**src/rtl/c8_pkg.sv**
```systemverilog
`timescale 1ns / 1ps
// Shared types, constants and tables for the CHIP-8 interpreter core.
// No dependencies; used by c8_datapath, c8_control and the top level.
package c8_pkg;

  localparam int RAM_BYTES     = 4096;
  localparam int RAM_AW        = $clog2(RAM_BYTES);
  localparam int SCREEN_WIDTH  = 64;
  localparam int SCREEN_HEIGHT = 32;
  localparam int FRAME_SIZE    = SCREEN_WIDTH * SCREEN_HEIGHT;
  localparam int FRAME_AW      = $clog2(FRAME_SIZE);
  localparam int STACK_DEPTH   = 16;
  localparam int FONT_BYTES    = 80;
  localparam int FONT_AW       = $clog2(FONT_BYTES);

  localparam logic [RAM_AW-1:0] PROG_START = RAM_AW'(12'h200);
  localparam logic [31:0] LCG_MUL = 32'd214013;
  localparam logic [31:0] LCG_INC = 32'd2531011;
  localparam logic [3:0]  BCD_LAST = 4'd2;

  localparam logic [2:0] KIND_FULL_RESET = 3'd0;
  localparam logic [2:0] KIND_SOFT_RESET = 3'd1;
  localparam logic [2:0] KIND_ROM_BYTE   = 3'd2;
  localparam logic [2:0] KIND_KEY        = 3'd3;
  localparam logic [2:0] KIND_FRAME_RUN  = 3'd4;
  localparam logic [2:0] KIND_PIXEL_READ = 3'd5;

  localparam logic [1:0] CFG_IPF   = 2'd0;
  localparam logic [1:0] CFG_VSYNC = 2'd1;
  localparam logic [1:0] CFG_WRAP  = 2'd2;

  localparam logic [7:0] OP_CLS      = 8'hE0;
  localparam logic [7:0] OP_RET      = 8'hEE;
  localparam logic [7:0] OP_SKP      = 8'h9E;
  localparam logic [7:0] OP_SKNP     = 8'hA1;
  localparam logic [7:0] OP_GET_DT   = 8'h07;
  localparam logic [7:0] OP_WAIT_KEY = 8'h0A;
  localparam logic [7:0] OP_SET_DT   = 8'h15;
  localparam logic [7:0] OP_SET_ST   = 8'h18;
  localparam logic [7:0] OP_ADD_I    = 8'h1E;
  localparam logic [7:0] OP_FONT     = 8'h29;
  localparam logic [7:0] OP_BCD      = 8'h33;
  localparam logic [7:0] OP_STORE    = 8'h55;
  localparam logic [7:0] OP_LOAD     = 8'h65;

  localparam logic [3:0] GRP_SYS    = 4'h0;
  localparam logic [3:0] GRP_JMP_V0 = 4'hB;
  localparam logic [3:0] GRP_DRAW   = 4'hD;
  localparam logic [3:0] GRP_MISC   = 4'hF;

  localparam logic [7:0] FONT [FONT_BYTES] = '{
    8'hF0, 8'h90, 8'h90, 8'h90, 8'hF0, 8'h20, 8'h60, 8'h20, 8'h20, 8'h70,
    8'hF0, 8'h10, 8'hF0, 8'h80, 8'hF0, 8'hF0, 8'h10, 8'hF0, 8'h10, 8'hF0,
    8'h90, 8'h90, 8'hF0, 8'h10, 8'h10, 8'hF0, 8'h80, 8'hF0, 8'h10, 8'hF0,
    8'hF0, 8'h80, 8'hF0, 8'h90, 8'hF0, 8'hF0, 8'h10, 8'h20, 8'h40, 8'h40,
    8'hF0, 8'h90, 8'hF0, 8'h90, 8'hF0, 8'hF0, 8'h90, 8'hF0, 8'h10, 8'hF0,
    8'hF0, 8'h90, 8'hF0, 8'h90, 8'h90, 8'hE0, 8'h90, 8'hE0, 8'h90, 8'hE0,
    8'hF0, 8'h80, 8'h80, 8'h80, 8'hF0, 8'hE0, 8'h90, 8'h90, 8'h90, 8'hE0,
    8'hF0, 8'h80, 8'hF0, 8'h80, 8'hF0, 8'hF0, 8'h80, 8'hF0, 8'h80, 8'h80
  };

  typedef enum logic [4:0] {
    ST_INIT, ST_IDLE, ST_SWEEP, ST_PIX_DATA, ST_RUN_START,
    ST_FETCH0, ST_FETCH1, ST_FETCH2, ST_READ_X, ST_READ_Y, ST_EXEC,
    ST_CLS, ST_SPR_ROW, ST_SPR_LINE, ST_SPR_BIT, ST_SPR_XOR,
    ST_BCD, ST_STORE, ST_LOAD_ADDR, ST_LOAD_DATA,
    ST_POST, ST_TIMERS, ST_DONE
  } state_t;

  typedef enum logic [2:0] {
    RA_SWEEP, RA_PC, RA_PC1, RA_IDX, RA_ROM, RA_SPRITE
  } ram_asel_t;

  typedef enum logic [2:0] {
    RW_ZERO, RW_FONT, RW_ROM, RW_BCD, RW_VREG
  } ram_wsel_t;

  typedef enum logic [1:0] {
    FA_SWEEP, FA_PIXEL, FA_SPRITE
  } frame_asel_t;

  typedef enum logic [1:0] {
    VS_X, VS_Y, VS_ZERO, VS_LOOP
  } vsel_t;

  typedef struct packed {
    ram_asel_t   ram_asel;
    logic        ram_we;
    ram_wsel_t   ram_wsel;
    frame_asel_t frame_asel;
    logic        frame_we;
    logic        frame_toggle;
    vsel_t       vsel;
    logic        accept;
    logic        machine_clear;
    logic        key_write;
    logic        run_start;
    logic        pix_latch;
    logic        op_hi_latch;
    logic        op_lo_latch;
    logic        va_latch;
    logic        vb_latch;
    logic        pc_step;
    logic        exec;
    logic        draw_set;
    logic        vf_hit;
    logic        v_load;
    logic        sweep_clr;
    logic        sweep_inc;
    logic        loop_clr;
    logic        loop_inc;
    logic        spr_start;
    logic        row_inc;
    logic        line_latch;
    logic        bit_inc;
    logic        hit_update;
    logic        count_inc;
    logic        timers_dec;
    logic        out_load;
  } cmd_t;

  typedef struct packed {
    logic [15:0] op;
    logic        sweep_last_ram;
    logic        sweep_last_frame;
    logic        sweep_in_frame;
    logic        sweep_font;
    logic        loop_last;
    logic        bcd_last;
    logic        row_end;
    logic        bit_end;
    logic        pix_hit;
    logic        ipf_zero;
    logic        count_last;
    logic        stop_vsync;
    logic        out_busy;
  } stat_t;

endpackage

```
**src/rtl/c8_control.sv**
```systemverilog
`timescale 1ns / 1ps
// Controller state machine: item dispatch, instruction sequencing, memory sweeps.
// Depends on c8_pkg; drives c8_datapath through cmd_t, reads stat_t.
module c8_control (
  input  logic          clk,
  input  logic          rst,
  input  logic          in_valid,
  output logic          in_ready,
  input  logic [2:0]    kind,
  input  c8_pkg::stat_t stat,
  output c8_pkg::cmd_t  cmd
);

  c8_pkg::state_t state;
  c8_pkg::state_t state_next;
  logic           soft_mode;
  logic           soft_mode_next;
  logic [3:0]     grp;
  logic [7:0]     kk;

  assign grp = stat.op[15:12];
  assign kk  = stat.op[7:0];

  always_ff @(posedge clk) begin
    if (rst) begin
      state <= c8_pkg::ST_INIT;
      soft_mode <= 1'b0;
    end else begin
      state <= state_next;
      soft_mode <= soft_mode_next;
    end
  end

  always_comb begin
    state_next = state;
    soft_mode_next = soft_mode;
    unique case (state)
      c8_pkg::ST_INIT: begin
        if (stat.sweep_last_ram) state_next = c8_pkg::ST_IDLE;
      end
      c8_pkg::ST_IDLE: begin
        if (in_valid) begin
          unique case (kind)
            c8_pkg::KIND_FULL_RESET: begin
              state_next = c8_pkg::ST_SWEEP;
              soft_mode_next = 1'b0;
            end
            c8_pkg::KIND_SOFT_RESET: begin
              state_next = c8_pkg::ST_SWEEP;
              soft_mode_next = 1'b1;
            end
            c8_pkg::KIND_PIXEL_READ: state_next = c8_pkg::ST_PIX_DATA;
            c8_pkg::KIND_FRAME_RUN:  state_next = c8_pkg::ST_RUN_START;
            default:                 state_next = c8_pkg::ST_DONE;
          endcase
        end
      end
      c8_pkg::ST_SWEEP: begin
        if (stat.sweep_last_ram) state_next = c8_pkg::ST_DONE;
      end
      c8_pkg::ST_PIX_DATA: state_next = c8_pkg::ST_DONE;
      c8_pkg::ST_RUN_START: begin
        state_next = stat.ipf_zero ? c8_pkg::ST_TIMERS : c8_pkg::ST_FETCH0;
      end
      c8_pkg::ST_FETCH0: state_next = c8_pkg::ST_FETCH1;
      c8_pkg::ST_FETCH1: state_next = c8_pkg::ST_FETCH2;
      c8_pkg::ST_FETCH2: state_next = c8_pkg::ST_READ_X;
      c8_pkg::ST_READ_X: state_next = c8_pkg::ST_READ_Y;
      c8_pkg::ST_READ_Y: state_next = c8_pkg::ST_EXEC;
      c8_pkg::ST_EXEC: begin
        if (grp == c8_pkg::GRP_SYS && kk == c8_pkg::OP_CLS) begin
          state_next = c8_pkg::ST_CLS;
        end else if (grp == c8_pkg::GRP_DRAW) begin
          state_next = c8_pkg::ST_SPR_ROW;
        end else if (grp == c8_pkg::GRP_MISC && kk == c8_pkg::OP_BCD) begin
          state_next = c8_pkg::ST_BCD;
        end else if (grp == c8_pkg::GRP_MISC && kk == c8_pkg::OP_STORE) begin
          state_next = c8_pkg::ST_STORE;
        end else if (grp == c8_pkg::GRP_MISC && kk == c8_pkg::OP_LOAD) begin
          state_next = c8_pkg::ST_LOAD_ADDR;
        end else begin
          state_next = c8_pkg::ST_POST;
        end
      end
      c8_pkg::ST_CLS: begin
        if (stat.sweep_last_frame) state_next = c8_pkg::ST_POST;
      end
      c8_pkg::ST_SPR_ROW: begin
        state_next = stat.row_end ? c8_pkg::ST_POST : c8_pkg::ST_SPR_LINE;
      end
      c8_pkg::ST_SPR_LINE: state_next = c8_pkg::ST_SPR_BIT;
      c8_pkg::ST_SPR_BIT: begin
        if (stat.bit_end) begin
          state_next = c8_pkg::ST_SPR_ROW;
        end else if (stat.pix_hit) begin
          state_next = c8_pkg::ST_SPR_XOR;
        end
      end
      c8_pkg::ST_SPR_XOR: state_next = c8_pkg::ST_SPR_BIT;
      c8_pkg::ST_BCD: begin
        if (stat.bcd_last) state_next = c8_pkg::ST_POST;
      end
      c8_pkg::ST_STORE: begin
        if (stat.loop_last) state_next = c8_pkg::ST_POST;
      end
      c8_pkg::ST_LOAD_ADDR: state_next = c8_pkg::ST_LOAD_DATA;
      c8_pkg::ST_LOAD_DATA: begin
        state_next = stat.loop_last ? c8_pkg::ST_POST : c8_pkg::ST_LOAD_ADDR;
      end
      c8_pkg::ST_POST: begin
        if (stat.stop_vsync || stat.count_last) begin
          state_next = c8_pkg::ST_TIMERS;
        end else begin
          state_next = c8_pkg::ST_FETCH0;
        end
      end
      c8_pkg::ST_TIMERS: state_next = c8_pkg::ST_DONE;
      c8_pkg::ST_DONE: begin
        if (!stat.out_busy) state_next = c8_pkg::ST_IDLE;
      end
      default: state_next = c8_pkg::ST_IDLE;
    endcase
  end

  always_comb begin
    cmd = '0;
    in_ready = 1'b0;
    unique case (state)
      c8_pkg::ST_INIT: begin
        cmd.ram_asel = c8_pkg::RA_SWEEP;
        cmd.ram_we = 1'b1;
        cmd.ram_wsel = c8_pkg::RW_ZERO;
        cmd.frame_asel = c8_pkg::FA_SWEEP;
        cmd.frame_we = stat.sweep_in_frame;
        cmd.sweep_inc = 1'b1;
      end
      c8_pkg::ST_IDLE: begin
        in_ready = 1'b1;
        if (in_valid) begin
          cmd.accept = 1'b1;
          unique case (kind)
            c8_pkg::KIND_FULL_RESET, c8_pkg::KIND_SOFT_RESET: begin
              cmd.machine_clear = 1'b1;
              cmd.sweep_clr = 1'b1;
            end
            c8_pkg::KIND_ROM_BYTE: begin
              cmd.ram_asel = c8_pkg::RA_ROM;
              cmd.ram_wsel = c8_pkg::RW_ROM;
              cmd.ram_we = 1'b1;
            end
            c8_pkg::KIND_KEY:        cmd.key_write = 1'b1;
            c8_pkg::KIND_PIXEL_READ: cmd.frame_asel = c8_pkg::FA_PIXEL;
            c8_pkg::KIND_FRAME_RUN:  cmd.run_start = 1'b1;
            default: ;
          endcase
        end
      end
      c8_pkg::ST_SWEEP: begin
        cmd.ram_asel = c8_pkg::RA_SWEEP;
        cmd.ram_we = !(soft_mode && stat.sweep_font);
        cmd.ram_wsel = stat.sweep_font ? c8_pkg::RW_FONT : c8_pkg::RW_ZERO;
        cmd.frame_asel = c8_pkg::FA_SWEEP;
        cmd.frame_we = stat.sweep_in_frame;
        cmd.sweep_inc = 1'b1;
      end
      c8_pkg::ST_PIX_DATA: cmd.pix_latch = 1'b1;
      c8_pkg::ST_RUN_START: ;
      c8_pkg::ST_FETCH0: cmd.ram_asel = c8_pkg::RA_PC;
      c8_pkg::ST_FETCH1: begin
        cmd.ram_asel = c8_pkg::RA_PC1;
        cmd.op_hi_latch = 1'b1;
      end
      c8_pkg::ST_FETCH2: cmd.op_lo_latch = 1'b1;
      c8_pkg::ST_READ_X: begin
        cmd.vsel = (grp == c8_pkg::GRP_JMP_V0) ? c8_pkg::VS_ZERO : c8_pkg::VS_X;
        cmd.va_latch = 1'b1;
        cmd.pc_step = 1'b1;
      end
      c8_pkg::ST_READ_Y: begin
        cmd.vsel = c8_pkg::VS_Y;
        cmd.vb_latch = 1'b1;
      end
      c8_pkg::ST_EXEC: begin
        cmd.exec = 1'b1;
        cmd.loop_clr = 1'b1;
        cmd.spr_start = 1'b1;
        cmd.sweep_clr = 1'b1;
      end
      c8_pkg::ST_CLS: begin
        cmd.frame_asel = c8_pkg::FA_SWEEP;
        cmd.frame_we = 1'b1;
        cmd.sweep_inc = 1'b1;
        cmd.draw_set = stat.sweep_last_frame;
      end
      c8_pkg::ST_SPR_ROW: begin
        cmd.ram_asel = c8_pkg::RA_SPRITE;
        cmd.vf_hit = stat.row_end;
        cmd.draw_set = stat.row_end;
      end
      c8_pkg::ST_SPR_LINE: cmd.line_latch = 1'b1;
      c8_pkg::ST_SPR_BIT: begin
        cmd.frame_asel = c8_pkg::FA_SPRITE;
        cmd.row_inc = stat.bit_end;
        cmd.bit_inc = !stat.bit_end && !stat.pix_hit;
      end
      c8_pkg::ST_SPR_XOR: begin
        cmd.frame_asel = c8_pkg::FA_SPRITE;
        cmd.frame_we = 1'b1;
        cmd.frame_toggle = 1'b1;
        cmd.hit_update = 1'b1;
        cmd.bit_inc = 1'b1;
      end
      c8_pkg::ST_BCD: begin
        cmd.ram_asel = c8_pkg::RA_IDX;
        cmd.ram_we = 1'b1;
        cmd.ram_wsel = c8_pkg::RW_BCD;
        cmd.loop_inc = !stat.bcd_last;
      end
      c8_pkg::ST_STORE: begin
        cmd.vsel = c8_pkg::VS_LOOP;
        cmd.ram_asel = c8_pkg::RA_IDX;
        cmd.ram_we = 1'b1;
        cmd.ram_wsel = c8_pkg::RW_VREG;
        cmd.loop_inc = !stat.loop_last;
      end
      c8_pkg::ST_LOAD_ADDR: cmd.ram_asel = c8_pkg::RA_IDX;
      c8_pkg::ST_LOAD_DATA: begin
        cmd.v_load = 1'b1;
        cmd.loop_inc = !stat.loop_last;
      end
      c8_pkg::ST_POST:   cmd.count_inc = 1'b1;
      c8_pkg::ST_TIMERS: cmd.timers_dec = 1'b1;
      c8_pkg::ST_DONE:   cmd.out_load = !stat.out_busy;
      default: ;
    endcase
  end

endmodule

```
**config.mk**
```make
export PLATFORM = sky130hd
export DESIGN_NAME = c8_control
export DESIGN_NICKNAME = d
export VERILOG_FILES = /design/src/rtl/c8_pkg.sv /design/src/rtl/c8_control.sv
export SDC_FILE = /design/constraint.sdc
export NUM_CORES = 1
export LEC_CHECK = 0
export ABC_CLOCK_PERIOD_IN_PS = 2700
export BUFFER_PORTS_ARGS = -buffer_cell sky130_fd_sc_hd__buf_2
export CELL_PAD_IN_SITES_DETAIL_PLACEMENT = 0
export CELL_PAD_IN_SITES_GLOBAL_PLACEMENT = 1
export CORE_ASPECT_RATIO = 1.5
export CORE_MARGIN = 2
export CORE_UTILIZATION = 31
export CTS_CLUSTER_DIAMETER = 100
export DETAILED_ROUTE_END_ITERATION = 16
export GPL_ROUTABILITY_DRIVEN = 0
export PLACE_DENSITY = 0.91
export SLEW_MARGIN = 20
export SYNTH_ARGS = -nofsm -noshare
export SYNTH_HDL_FRONTEND = slang
export SYNTH_SLANG_ARGS = --single-unit
```
**constraint.sdc**
```tcl
create_clock -name clk -period 2.7 [get_ports clk]
set_clock_uncertainty 0.1 [all_clocks]
set_input_delay 0.27 -clock clk [delete_from_list [all_inputs] [get_ports clk]]
set_output_delay 0.27 -clock clk [all_outputs]
set_load 0.1 [all_outputs]
```
==> impl_results.md <==
* Mapped Cells at 193
* Min-delay worst type: input port to register
* Clock Latency Late Sink at 0.23 ns
* GR Util met1 at 21.2%
* Num CTS Buffers at 3
* Hold buffers post-CTS at 0
* DR vias at 1,786
* R2R cell count at 6
* Worst-path fanout max at 11
* Port Buffers at 70
* Syn nets at 228
* Share of post-route cells with drive strength above 1 at 44.3%
* Crit start category: register
* WP data required at 2.33 ns
* Cell row count at 28
* FF-to-FF Start: state[1]
* Die ar. at 0.00472 mm^2
* CP endpoint kind: primary output
* I/O pins at 75
* Worst Path Class, Setup: register to primary output
* Endpoint of the worst hold path: state[1]
* PD cells at 1080 mW/mm^2
* Crit path DAT at 2.14 ns
* Met2 usage at 39.2%
* Die Ht at 83.2 um
* Worst-path clk slew at 0.04 ns
* Slew @ Worst Pin at 0.537 ns
* Root buffer cell: clkbuf_8
* Number of vias per cell at 5.95
* Max-slew violations at 0
* Syn. warnings at 0
* Final Hold Fails at 0
* Max-cap violations at 0
* Post-layout min period at 2.51 ns
* Routed WL per cell at 15.9 um
* PostCTS Resize Cnt at 0
* Rel. slew slack at 63.3%
* Post-synthesis cell type count at 59
* Register area share after synthesis at 9.28%
* Antenna violations before repair at 0
* Worst Hold Depth at 2
* First-pass GRT wire length at 7.80 mm
* Final setup fails at 0
* CTS Sinks at 6
* Hold Path Origin: rst
* Leading cell type in the layout, fill and taps excluded: buf_2
* EDFF count, synth at 0
* RSZ-0062 raised after global routing: no
* Mapped cell area at 0.00129 mm^2
* Setup_tns at 0 ns
* R2r setup slk at 0.54 ns
* Fillers at 379
* Vias in the first global route at 1,755
* Final core utilization at 56.4%
* Pleak at 0.905 nW
* CTS tree: yes
* Worst reg2reg path endpoint: state[2]
* Fmax at 399 MHz
* Status: finished clean
* Largest net degree at the start of global routing at 30
* Layout Area Growth over Synthesis at 73.9%
* Remaining routing DRC violations at 0
* Post-detailed-routing wire length at 4.76 mm
* Hpwl dp at 3.83 mm
* Die width at 56.8 um
* Prevailing post-synth register cell: dfxtp_1
* Commonest non-fill, non-tap cells in the layout: buf_2, buf_12, nor2_1
* 1st-iter DRT viols at 44
* H-tree Lvls at 1
* Period utilisation layout at 92.9%
* Initial Util at 32.4%
* Grt peak-use layer: met2
* Setup Fix Bufs, Post-CTS at 0
* Synthesized area per cell at 6.71 um^2
* DRT Pass-1 Iters at 4
* Asr flop ratio synth at 0%
* Max IR drop VDD at 0.976 mV
* Gr usage total at 20.0%
* Core area at 0.00399 mm^2
* Antenna Cells at 0
* Post-layout nets at 292
* FF+latch count, synth at 6
* Post-route ant nets at 0
* Max Buffers Root-to-Sink at 2
* Total gr overflow at 0
* Routing usage on met3 at 0.779%
-- logic make-up (layout without fill, tap and decap cells) --
family / after synthesis / after routing / synth area share [%]
AO/OA/AOI/OAI: 54 / 54 / 29.6
buffers and inverters: 27 / 89 / 10.0
flip-flops: 6 / 6 / 9.28
AND/OR/NAND/NOR: 103 / 103 / 48.8
XOR/XNOR: 1 / 1 / 0.676
multiplexers: 2 / 2 / 1.64
-- where the power goes --
group | internal [mW] | switching [mW] | leakage [nW]
clock network | 0.0963 | 0.0447 | 0.0216
registers | 0.117 | 0.0415 | 0.0493
logic | 0.687 | 1.44 | 0.834
total | 0.900 | 1.53 | 0.905
-- synthesized netlist by cell type, drive strengths merged (2+ instances only) --
| cell type | n | area, um^2 |
|---|---|---|
| nor2 | 19 | 71.3 |
| o22ai | 3 | 32.5 |
| and3 | 3 | 18.8 |
| or3b | 2 | 17.5 |
| dfxtp | 6 | 120 |
| a21oi | 13 | 65.1 |
| buf | 13 | 77.6 |
| o32ai | 2 | 17.5 |
| a21boi | 2 | 15.0 |
| nor4 | 5 | 31.3 |
| nor2b | 11 | 71.3 |
| or2 | 3 | 18.8 |
| a311oi | 2 | 17.5 |
| nand3b | 8 | 60.1 |
| nand2b | 6 | 37.5 |
| nor3 | 14 | 86.3 |
| a31oi | 3 | 18.8 |
| nand3 | 5 | 30.0 |
| nor4bb | 4 | 40.0 |
| a211oi | 6 | 45.0 |
| nor3b | 4 | 30.0 |
| o21ai | 9 | 45.0 |
| a2111oi | 2 | 17.5 |
| clkbuf | 8 | 30.0 |
| nand2 | 9 | 33.8 |
| a22oi | 2 | 15.0 |
| inv | 6 | 22.5 |
| nand4b | 2 | 17.5 |
-- area by class of cell --
| type | count | area (um^2) | share of cell area (%) |
|---|---|---|---|
| clock buffers | 3 | 41.3 | 1.83 |
| inverters | 6 | 22.5 | 1.00 |
| multi-input cells | 160 | 1210 | 53.9 |
| flip-flops and latches | 6 | 120 | 5.33 |
| well taps | 45 | 56.3 | 2.50 |
| repair buffers | 80 | 798 | 35.4 |
-- flip-flops by register name, indices dropped and copies added (netlist names) --
name / count
soft_mode: 1
state: 5
-- worst max-delay path: stages (launching register included) --
cell and delay (ns):
dfxtp_1 0.43, nor3_4 0.27, nand3_2 0.20, or4b_1 0.59, o21ai_1 0.20, buf_12 0.22
-- how the worst max path moves through the flow --
stage / start / endpoint / slack (ns) / cells past startpoint
global route: state[1] / cmd[33] / 0.07 / 5
CTS: state[1] / cmd[33] / 0.21 / 5
finish: state[1] / cmd[33] / 0.19 / 5
detailed placement: state[1] / cmd[33] / 0.45 / 5
floorplan: state[4] / cmd[0] / -0.85 / 5
global placement: state[1] / cmd[33] / 0.49 / 5
-- through the flow --
| stage | cell area, um^2 | hold WS [ns] | worst slack [ns] | std cells | total power [mW] |
|---|---|---|---|---|---|
| 6_report | 2250 | 0.209 | 0.193 | 300 | 2.43 |
| 4_1_cts | 2250 | 0.212 | 0.210 | 300 | 2.42 |
| 2_1_floorplan | 1470 | 0.242 | -0.847 | 193 | 1.71 |
| 3_5_place_dp | 2210 | 0.409 | 0.452 | 297 | 2.27 |
| 5_1_grt | 2250 | 0.217 | 0.0700 | 300 | 2.54 |
| 3_3_place_gp | 2210 | 0.390 | 0.487 | 297 | 2.26 |
-- routing by layer --
layer	part of all wire, %	vias to the layer above
met1	36	848
met2	57	68
met4	3.0	0
met5	0	-
met3	4.8	17
li1	-	853
No activity file was read; power rests on OpenSTA's default activity.
